===== config.mk =====
export PLATFORM = sky130hd
export DESIGN_NAME = peer_lease_keepalive_timer
export DESIGN_NICKNAME = d
export VERILOG_FILES = /design/src/rtl/core/plkt_pkg.sv /design/src/rtl/core/plkt_cell.sv /design/src/rtl/core/peer_lease_keepalive_timer.sv
export SDC_FILE = /design/constraint.sdc
export NUM_CORES = 2
export LEC_CHECK = 0
export ABC_AREA = 1
export BUFFER_PORTS_ARGS = -buffer_cell sky130_fd_sc_hd__buf_2
export CAP_MARGIN = 20
export CORE_MARGIN = 5
export CORE_UTILIZATION = 40
export DETAILED_ROUTE_END_ITERATION = 10
export PLACE_DENSITY = 0.55
export SLEW_MARGIN = 20
export SYNTH_ARGS = -nofsm -noshare
export SYNTH_HDL_FRONTEND = slang
export SYNTH_SLANG_ARGS = --single-unit

===== constraint.sdc =====
create_clock -name i_clk -period 13.2 [get_ports i_clk]
set_input_delay 0.66 -clock i_clk [delete_from_list [all_inputs] [get_ports i_clk]]
set_output_delay 0.66 -clock i_clk [all_outputs]
set_load 0.02 [all_outputs]

===== src/rtl/core/plkt_pkg.sv =====
// Shared constants, codes and cell interface types for the peer lease keep-alive timer.
package plkt_pkg;

    localparam int LEASE_W     = 20;
    localparam int CNT_W       = 7;
    localparam int FUNC_W      = 2;
    localparam int SLOT_W      = 4;
    localparam int MASK_W      = 16;
    localparam int COUNT_OUT_W = 5;
    localparam int IN_W        = 32;
    localparam int OUT_W       = 24;
    localparam int DIV_SHIFT   = 25;
    localparam int RECIP_W     = 26;
    localparam int PROD_W      = LEASE_W + RECIP_W;

    localparam logic [FUNC_W-1:0] FUNC_START    = 2'd0;
    localparam logic [FUNC_W-1:0] FUNC_TICK     = 2'd1;
    localparam logic [FUNC_W-1:0] FUNC_HEARD    = 2'd2;
    localparam logic [FUNC_W-1:0] FUNC_TRANSMIT = 2'd3;

    localparam logic CFG_LOCAL_LEASE   = 1'b0;
    localparam logic CFG_JOIN_INTERVAL = 1'b1;

    localparam logic [LEASE_W-1:0] LOCAL_LEASE_RST   = 20'd10000;
    localparam logic [LEASE_W-1:0] JOIN_INTERVAL_RST = 20'd2500;

    typedef struct packed {
        logic               dec;
        logic               check;
        logic               hear;
        logic [LEASE_W-1:0] lease;
    } t_cell_cmd;

    typedef struct packed {
        logic               due;
        logic [LEASE_W-1:0] min_lease;
        logic [CNT_W-1:0]   count;
    } t_acc;

endpackage


===== src/rtl/core/plkt_cell.sv =====
// One peer slot: lease, countdown, live and heard marks, plus one stage of the summary chain.
module plkt_cell (
    input  logic                i_clk,
    input  logic                i_rst_n,
    input  plkt_pkg::t_cell_cmd i_cmd,
    input  logic                i_sel,
    input  plkt_pkg::t_acc      i_acc,
    output plkt_pkg::t_acc      o_acc,
    output logic                o_expire
);

    logic                         r_valid;
    logic                         r_heard;
    logic [plkt_pkg::LEASE_W-1:0] r_lease;
    logic [plkt_pkg::LEASE_W-1:0] r_countdown;
    plkt_pkg::t_acc               r_acc;
    plkt_pkg::t_acc               n_acc;

    always_ff @(posedge i_clk) begin
        if (!i_rst_n) begin
            r_valid <= 1'b0;
            r_heard <= 1'b0;
        end else if (i_cmd.check && r_valid) begin
            if (r_heard) begin
                r_heard <= 1'b0;
            end else begin
                r_valid <= 1'b0;
            end
        end else if (i_cmd.hear && i_sel) begin
            r_valid <= 1'b1;
            r_heard <= 1'b1;
        end
    end

    always_ff @(posedge i_clk) begin
        if (i_cmd.dec && r_valid && (r_countdown != '0)) begin
            r_countdown <= r_countdown - plkt_pkg::LEASE_W'(1);
        end else if (i_cmd.check && r_valid && r_heard) begin
            r_countdown <= r_lease;
        end else if (i_cmd.hear && i_sel && !r_valid) begin
            r_lease     <= i_cmd.lease;
            r_countdown <= i_cmd.lease;
        end
    end

    // running summary: any countdown at zero, smallest lease, live count
    always_comb begin
        n_acc.due       = i_acc.due | (r_valid && (r_countdown == '0));
        n_acc.min_lease = (r_valid && (r_lease < i_acc.min_lease)) ? r_lease : i_acc.min_lease;
        n_acc.count     = i_acc.count + plkt_pkg::CNT_W'(r_valid);
    end

    always_ff @(posedge i_clk) begin
        r_acc <= n_acc;
    end

    assign o_acc    = r_acc;
    assign o_expire = i_cmd.check & r_valid & ~r_heard;

endmodule


===== src/rtl/core/peer_lease_keepalive_timer.sv =====
// Peer lease keep-alive timer: a row of slot cells with a shifting summary chain and a sequencer.
// A result word is registered after apply, a wait while the summary passes down the row, check,
// a second wait and a multiply; input words are taken only in idle, none before the last result
// is registered. The two passes down the row of MAX_PEERS cells (one cell per cycle) set the pace.
// A result word waits in the output register while the next input word is taken.
// Reset (synchronous, active low): all slots free, timers stopped, node countdowns zero,
// registers back to local lease 10000 and join interval 2500.
module peer_lease_keepalive_timer #(
    parameter int MAX_PEERS           = 16,
    parameter int LEASE_EXPIRE_FACTOR = 3
) (
    input  logic                         i_clk,
    input  logic                         i_rst_n,
    input  logic                         i_s_axis_tvalid,
    output logic                         o_s_axis_tready,
    // func [1:0], peer_slot [5:2], peer_lease [25:6], zero [31:26]
    input  logic [plkt_pkg::IN_W-1:0]    i_s_axis_tdata,
    output logic                         o_m_axis_tvalid,
    input  logic                         i_m_axis_tready,
    // send_join [0], send_keep_alive [1], expired_mask [17:2], peer_count [22:18], zero [23]
    output logic [plkt_pkg::OUT_W-1:0]   o_m_axis_tdata,
    input  logic                         i_cfg_wr_en,
    input  logic                         i_cfg_index,
    input  logic [plkt_pkg::LEASE_W-1:0] i_cfg_data
);

    localparam int WAIT_W = (MAX_PEERS > 1) ? $clog2(MAX_PEERS) : 1;
    localparam logic [plkt_pkg::RECIP_W-1:0] RECIP =
        plkt_pkg::RECIP_W'(((64'd1 << plkt_pkg::DIV_SHIFT) + 64'(LEASE_EXPIRE_FACTOR) - 64'd1)
                           / 64'(LEASE_EXPIRE_FACTOR));

    localparam logic [2:0] S_IDLE  = 3'd0;
    localparam logic [2:0] S_APPLY = 3'd1;
    localparam logic [2:0] S_WAIT1 = 3'd2;
    localparam logic [2:0] S_CHECK = 3'd3;
    localparam logic [2:0] S_WAIT2 = 3'd4;
    localparam logic [2:0] S_MUL   = 3'd5;
    localparam logic [2:0] S_DONE  = 3'd6;

    logic [2:0]                        r_state;
    logic [2:0]                        n_state;
    logic [WAIT_W-1:0]                 r_wait;
    logic [plkt_pkg::FUNC_W-1:0]       r_func;
    logic [plkt_pkg::SLOT_W-1:0]       r_slot;
    logic [plkt_pkg::LEASE_W-1:0]      r_plen;
    logic [plkt_pkg::LEASE_W-1:0]      r_local_lease;
    logic [plkt_pkg::LEASE_W-1:0]      r_join_interval;
    logic [plkt_pkg::LEASE_W-1:0]      r_ka_cd;
    logic [plkt_pkg::LEASE_W-1:0]      r_join_cd;
    logic                              r_sent;
    logic                              r_running;
    logic [plkt_pkg::MASK_W-1:0]       r_mask;
    logic [plkt_pkg::PROD_W-1:0]       r_prod;
    logic                              r_out_valid;
    logic [plkt_pkg::OUT_W-1:0]        r_out_data;

    plkt_pkg::t_cell_cmd               w_cmd;
    plkt_pkg::t_acc                    w_acc [MAX_PEERS+1];
    logic [MAX_PEERS-1:0]              w_sel;
    logic [MAX_PEERS-1:0]              w_expire;
    logic [plkt_pkg::MASK_W-1:0]       w_mask;
    logic                              w_tick_run;
    logic                              w_wait_last;
    logic                              w_fin;
    logic [plkt_pkg::LEASE_W-1:0]      w_q;
    logic [plkt_pkg::LEASE_W-1:0]      w_period;
    logic [plkt_pkg::LEASE_W-1:0]      w_join_reload;
    logic                              w_join_fire;
    logic                              w_ka_fire;
    logic                              w_send_ka;

    assign o_s_axis_tready = (r_state == S_IDLE);
    assign w_tick_run      = (r_func == plkt_pkg::FUNC_TICK) && r_running;
    assign w_wait_last     = (r_wait == WAIT_W'(MAX_PEERS - 1));
    assign w_fin           = (r_state == S_DONE) && (!r_out_valid || i_m_axis_tready);

    // cell commands
    always_comb begin
        w_cmd.dec   = (r_state == S_APPLY) && w_tick_run;
        w_cmd.check = (r_state == S_CHECK) && w_tick_run && w_acc[MAX_PEERS].due;
        w_cmd.hear  = (r_state == S_APPLY) && (r_func == plkt_pkg::FUNC_HEARD);
        w_cmd.lease = (r_plen == '0) ? plkt_pkg::LEASE_W'(1) : r_plen;
    end

    assign w_acc[0].due       = 1'b0;
    assign w_acc[0].min_lease = r_local_lease;
    assign w_acc[0].count     = '0;

    genvar g;
    for (g = 0; g < MAX_PEERS; g++) begin : g_cell
        assign w_sel[g] = (7'(r_slot) == 7'(g));
        plkt_cell u_cell (
            .i_clk    (i_clk),
            .i_rst_n  (i_rst_n),
            .i_cmd    (w_cmd),
            .i_sel    (w_sel[g]),
            .i_acc    (w_acc[g]),
            .o_acc    (w_acc[g+1]),
            .o_expire (w_expire[g])
        );
    end

    for (g = 0; g < plkt_pkg::MASK_W; g++) begin : g_mask
        if (g < MAX_PEERS) begin : g_live
            assign w_mask[g] = w_expire[g];
        end else begin : g_none
            assign w_mask[g] = 1'b0;
        end
    end

    // keep-alive period: min lease / factor by reciprocal multiply
    assign w_q           = r_prod[plkt_pkg::DIV_SHIFT +: plkt_pkg::LEASE_W];
    assign w_period      = (w_q == '0) ? plkt_pkg::LEASE_W'(1) : w_q;
    assign w_join_reload = (r_join_interval == '0) ? plkt_pkg::LEASE_W'(1) : r_join_interval;
    assign w_join_fire   = w_tick_run && (r_join_cd == '0);
    assign w_ka_fire     = w_tick_run && (r_ka_cd == '0);
    assign w_send_ka     = w_ka_fire && !(r_sent || w_join_fire);

    always_comb begin
        n_state = r_state;
        unique case (r_state)
            S_IDLE:  if (i_s_axis_tvalid) n_state = S_APPLY;
            S_APPLY: n_state = S_WAIT1;
            S_WAIT1: if (w_wait_last) n_state = S_CHECK;
            S_CHECK: n_state = S_WAIT2;
            S_WAIT2: if (w_wait_last) n_state = S_MUL;
            S_MUL:   n_state = S_DONE;
            S_DONE:  if (w_fin) n_state = S_IDLE;
            default: n_state = S_IDLE;
        endcase
    end

    always_ff @(posedge i_clk) begin
        if (!i_rst_n) begin
            r_state <= S_IDLE;
            r_wait  <= '0;
        end else begin
            r_state <= n_state;
            if ((r_state == S_WAIT1) || (r_state == S_WAIT2)) begin
                r_wait <= w_wait_last ? '0 : r_wait + WAIT_W'(1);
            end else begin
                r_wait <= '0;
            end
        end
    end

    // input word and datapath registers
    always_ff @(posedge i_clk) begin
        if (i_s_axis_tvalid && o_s_axis_tready) begin
            r_func <= i_s_axis_tdata[1:0];
            r_slot <= i_s_axis_tdata[5:2];
            r_plen <= i_s_axis_tdata[25:6];
        end
        if (r_state == S_APPLY) begin
            r_mask <= '0;
        end else if (w_cmd.check) begin
            r_mask <= w_mask;
        end
        if (r_state == S_MUL) begin
            r_prod <= plkt_pkg::PROD_W'(w_acc[MAX_PEERS].min_lease) * plkt_pkg::PROD_W'(RECIP);
        end
        if (w_fin) begin
            r_out_data <= {1'b0, plkt_pkg::COUNT_OUT_W'(w_acc[MAX_PEERS].count), r_mask,
                           w_send_ka, w_join_fire};
        end
    end

    always_ff @(posedge i_clk) begin
        if (!i_rst_n) begin
            r_local_lease   <= plkt_pkg::LOCAL_LEASE_RST;
            r_join_interval <= plkt_pkg::JOIN_INTERVAL_RST;
        end else if (i_cfg_wr_en) begin
            unique case (i_cfg_index)
                plkt_pkg::CFG_LOCAL_LEASE:   r_local_lease   <= i_cfg_data;
                plkt_pkg::CFG_JOIN_INTERVAL: r_join_interval <= i_cfg_data;
                default: ;
            endcase
        end
    end

    // node timers
    always_ff @(posedge i_clk) begin
        if (!i_rst_n) begin
            r_ka_cd   <= '0;
            r_join_cd <= '0;
            r_sent    <= 1'b0;
            r_running <= 1'b0;
        end else if ((r_state == S_APPLY) && w_tick_run) begin
            if (r_ka_cd != '0) r_ka_cd <= r_ka_cd - plkt_pkg::LEASE_W'(1);
            if (r_join_cd != '0) r_join_cd <= r_join_cd - plkt_pkg::LEASE_W'(1);
        end else if (w_fin) begin
            case (r_func)
                plkt_pkg::FUNC_START: begin
                    r_running <= 1'b1;
                    r_sent    <= 1'b0;
                    r_join_cd <= w_join_reload;
                    r_ka_cd   <= w_period;
                end
                plkt_pkg::FUNC_TICK: begin
                    if (w_join_fire) begin
                        r_join_cd <= w_join_reload;
                    end
                    // keep-alive clears the sent mark after a join on the same tick
                    if (w_ka_fire) begin
                        r_ka_cd <= w_period;
                        r_sent  <= 1'b0;
                    end else if (w_join_fire) begin
                        r_sent  <= 1'b1;
                    end
                end
                plkt_pkg::FUNC_TRANSMIT: r_sent <= 1'b1;
                default: ;
            endcase
        end
    end

    always_ff @(posedge i_clk) begin
        if (!i_rst_n) begin
            r_out_valid <= 1'b0;
        end else if (w_fin) begin
            r_out_valid <= 1'b1;
        end else if (i_m_axis_tready) begin
            r_out_valid <= 1'b0;
        end
    end

    assign o_m_axis_tvalid = r_out_valid;
    assign o_m_axis_tdata  = r_out_data;

    a_count_bound: assert property (@(posedge i_clk) disable iff (!i_rst_n)
        (r_state == S_DONE) |-> (w_acc[MAX_PEERS].count <= plkt_pkg::CNT_W'(MAX_PEERS)))
        else $error("live peer count above table size");

    a_events_on_tick: assert property (@(posedge i_clk) disable iff (!i_rst_n)
        (w_fin && !w_tick_run) |=> (o_m_axis_tdata[17:0] == '0))
        else $error("join, keep-alive or expiry outside a running tick");

    a_timers_loaded: assert property (@(posedge i_clk) disable iff (!i_rst_n)
        (r_running && (r_state == S_IDLE)) |-> ((r_ka_cd != '0) && (r_join_cd != '0)))
        else $error("countdown left at zero while running");

    a_wait_range: assert property (@(posedge i_clk) disable iff (!i_rst_n)
        (r_state == S_WAIT1 || r_state == S_WAIT2) |-> (r_wait <= WAIT_W'(MAX_PEERS - 1)))
        else $error("chain wait counter out of range");

endmodule

==> flow_summary.json <==
{
  "cp_data_arrival_time_ns": 6.54,
  "grt_usage_pct": 23.9,
  "final-max-slew-violation-count": 0,
  "io_pins": 84,
  "critPathMaxStageDelay_ns": 0.55,
  "status": "finished clean",
  "maxCapViolCount": 0,
  "synth.net_count": 9066,
  "syn-cell-area_um2": 71100,
  "ff2ff_setup_slack_ns": 7.17,
  "hp-class": "primary input to register",
  "wl_per_cell_um": 21.0,
  "irDropWorstVdd_v": 0.000472,
  "setup_viol": 0,
  "fp.dieW_um": 432,
  "syn_area_per_cell_um2": 8.51,
  "place_ws_ns": 7.26,
  "dp_hpwl_mm": 159,
  "synth_cells": 8353,
  "postPlaceCellArea_um2": 73900,
  "synth.most_common_cell": "nand2_1",
  "synth_flop_cell": "edfxtp_1",
  "slew_headroom_pct": 26.8,
  "grt_pass1_wl_mm": 339,
  "ys_ff_latch": 1252,
  "synth_edf_count": 708,
  "rows": 154,
  "p_leak_uw": 0.0345,
  "synthTopCellsByArea": "edfxtp_1 (30%), dfxtp_1 (15%), nand2_1 (11%), ha_1 (9.4%), inv_1 (5.4%)",
  "worst_pin_slew_ns": 1.10,
  "power.density_nw_per_um2": 208,
  "grt_pass1_vias": 54610,
  "setup_slack_ns": 7.17,
  "setup-tns-final_ns": 0,
  "antenna_found_initial": 17,
  "routed_via_density": 5.30,
  "root_buffer": "clkbuf_16",
  "dp_cells": 10559,
  "initial_core_util_pct": 40.3,
  "gp_congestion": 0.907,
  "overflow": 0,
  "drc": 0,
  "crit_required_ns": 13.71,
  "wirelength_mm": 228,
  "area_delta_synth_final_pct": 11.3,
  "crit_slowest_cell": "fa_1",
  "drt_first_iter_violations": 5745,
  "rsz0062_at_grt": "no",
  "post-route-period-util_pct": 45.7,
  "clkTransAtPathRegs_ns": 0.06,
  "ys_warn_count": 0,
  "ys_seq_area_share_pct": 45.2,
  "yosys.area.top_type": "edfxtp_1",
  "hold_viol_final": 0,
  "vias": 57543,
  "die_area_um2": 186000,
  "io_buffers": 76,
  "dr.pass1.iters": 5,
  "synthTopCellsByCount": "nand2_1 (2101), inv_1 (1017), edfxtp_1 (708), nor2_1 (707), dfxtp_1 (544)",
  "cp_top_family": "adder cells",
  "synth_cell_types": 53,
  "fin_worst_skew_ns": 0.0432,
  "holdWs_ns": 0.112,
  "synth_top_area_share_pct": 29.9,
  "drive_above_1_share_pct": 5.92,
  "htreeDepth": 4,
  "final-instance-count-excl-fill": 10859,
  "final_area_um2": 79100,
  "critPathKind": "register to register",
  "ys_async_sr_fraction_pct": 0,
  "grt_max_degree": 54,
  "nets": 9102,
  "critPathLaunchType": "register",
  "cts_buffers": 143,
  "period_needed_ns": 6.03,
  "cp-end-kind": "register",
  "path_buf_inv": 5,
  "critPathMaxFanout": 3,
  "clockBufferDepth": 3,
  "die_y_um": 432,
  "tritoncts": "built",
  "cp_cell_sequence": "ha_1 > fa_1 > inv_1 > fa_1 > inv_1 > fa_1 > inv_1 > fa_1 > fa_1 > inv_1 > fa_1 > ha_1 > nand2_1 > inv_1 > nand2_1 > nand2_1 > o21bai_1 > o21ai_0 > nand3_1 > nand2_1 > nand2_1",
  "cts_sinks": 1252,
  "crit_top_cell": "fa_1",
  "insertion_delay_ns": 0.81,
  "core-area_um2": 176000,
  "ant_nets": 0,
  "fmax_mhz": 166
}
cells by family (layout without fill, tap and decap cells):
logic type,count (synthesis),count (layout),synth area share (%)
AND/OR/NAND/NOR,3671,3671,21.8
adder cells (fa/ha/maj),655,655,12.8
other,1,8,0.00527
buffers and inverters,1365,1524,7.45
AO/OA/AOI/OAI,1131,1131,9.24
flip-flops,1252,1252,45.2
XOR/XNOR,278,278,3.42
metal layers:
metal | GRT usage [%] | vias to the layer above | share of wire, %
li1 | - | 27978 | -
met1 | 33.3 | 27120 | 44
met2 | 38.1 | 2058 | 45
met3 | 3.39 | 387 | 7.3
met4 | 8.59 | 0 | 3.8
met5 | 0 | - | 0
timing repair:
action                    4_1_cts  5_1_grt
hold endpoints to repair       24        0
setup buffers                   0        0
hold buffers                   24        0
gates resized for setup         0        0
worst min-delay path: stages:
cell and delay (ns):
buf_2 0.09, nand2_1 0.05, o211ai_1 0.07
state kept, by name, summed over array words and instances, names as in the netlist:
| register | flops |
|---|---|
| o_m_axis_tvalid | 1 |
| r_running | 1 |
| r_join_cd | 20 |
| r_prod | 19 |
| r_slot | 4 |
| g_cell.u_cell.r_lease | 320 |
| r_local_lease | 20 |
| r_mask | 16 |
| r_plen | 20 |
| r_sent | 1 |
| r_ka_cd | 20 |
| g_cell.u_cell.r_heard | 16 |
| r_func | 2 |
| g_cell.u_cell.r_countdown | 320 |
| r_join_interval | 20 |
| g_cell.u_cell.o_acc | 406 |
| g_cell.u_cell.r_valid | 16 |
| r_state | 3 |
| o_m_axis_tdata | 23 |
| r_wait | 4 |
where the power goes:
group,switching (uW),total (uW),internal [uW]
combinational,5120,7620,2500
clock,1750,4140,2390
sequential,128,4670,4540
final timing paths:
path | startpoint | to | cells after the start
worst min-delay path | i_cfg_data[10] | r_local_lease[10] | 3
worst max register to register | g_cell[15].u_cell.o_acc[14] | r_prod[35] | 21
worst min register to register | g_cell[15].u_cell.o_acc[4] | o_m_axis_tdata[22] | 0
worst max-delay path | g_cell[15].u_cell.o_acc[14] | r_prod[35] | 21
layout make-up:
class / instances / area, um2
tap: 2340 / 2930
antenna: 7 / 17.5
inverter: 1040 / 3900
clock buffer: 200 / 4100
clock inverter: 68 / 827
sequential: 1252 / 32200
timing repair buffer: 216 / 1500
fill: 17219 / 97400
multi-input combinational: 5736 / 33700
layout by cell type (no fill, tap or decap), types with 22 or more instances in the layout:
cell type / synthesis / final
dfxtp_1: 544 / 543
nand4_1: 369 / 369
clkbuf_8: 0 / 22
o21bai_1: 25 / 25
xor2_1: 185 / 185
xnor2_1: 93 / 93
ha_1: 534 / 534
clkbuf_16: 0 / 147
nand2_1: 2101 / 2100
o211ai_1: 210 / 210
fa_1: 121 / 121
nor4_1: 22 / 22
nor2_1: 707 / 704
clkinv_2: 0 / 27
o21ai_0: 429 / 429
o21a_1: 31 / 31
nor3_1: 137 / 134
a21oi_1: 312 / 308
nand3_1: 274 / 272
inv_1: 1017 / 1016
dlygate4sd3_1: 0 / 24
o21ai_1: 52 / 52
clkbuf_1: 211 / 31
edfxtp_1: 708 / 708
buf_2: 72 / 75
buf_4: 14 / 116
per-stage QoR:
step           util, %  total power (uW)
2_1_floorplan        -              9860
3_3_place_gp      41.9             12400
3_5_place_dp      41.9             12400
4_1_cts           44.8             16600
5_1_grt           44.8             17800
6_report          44.8             16400
No activity file was read; power rests on OpenSTA's default activity.
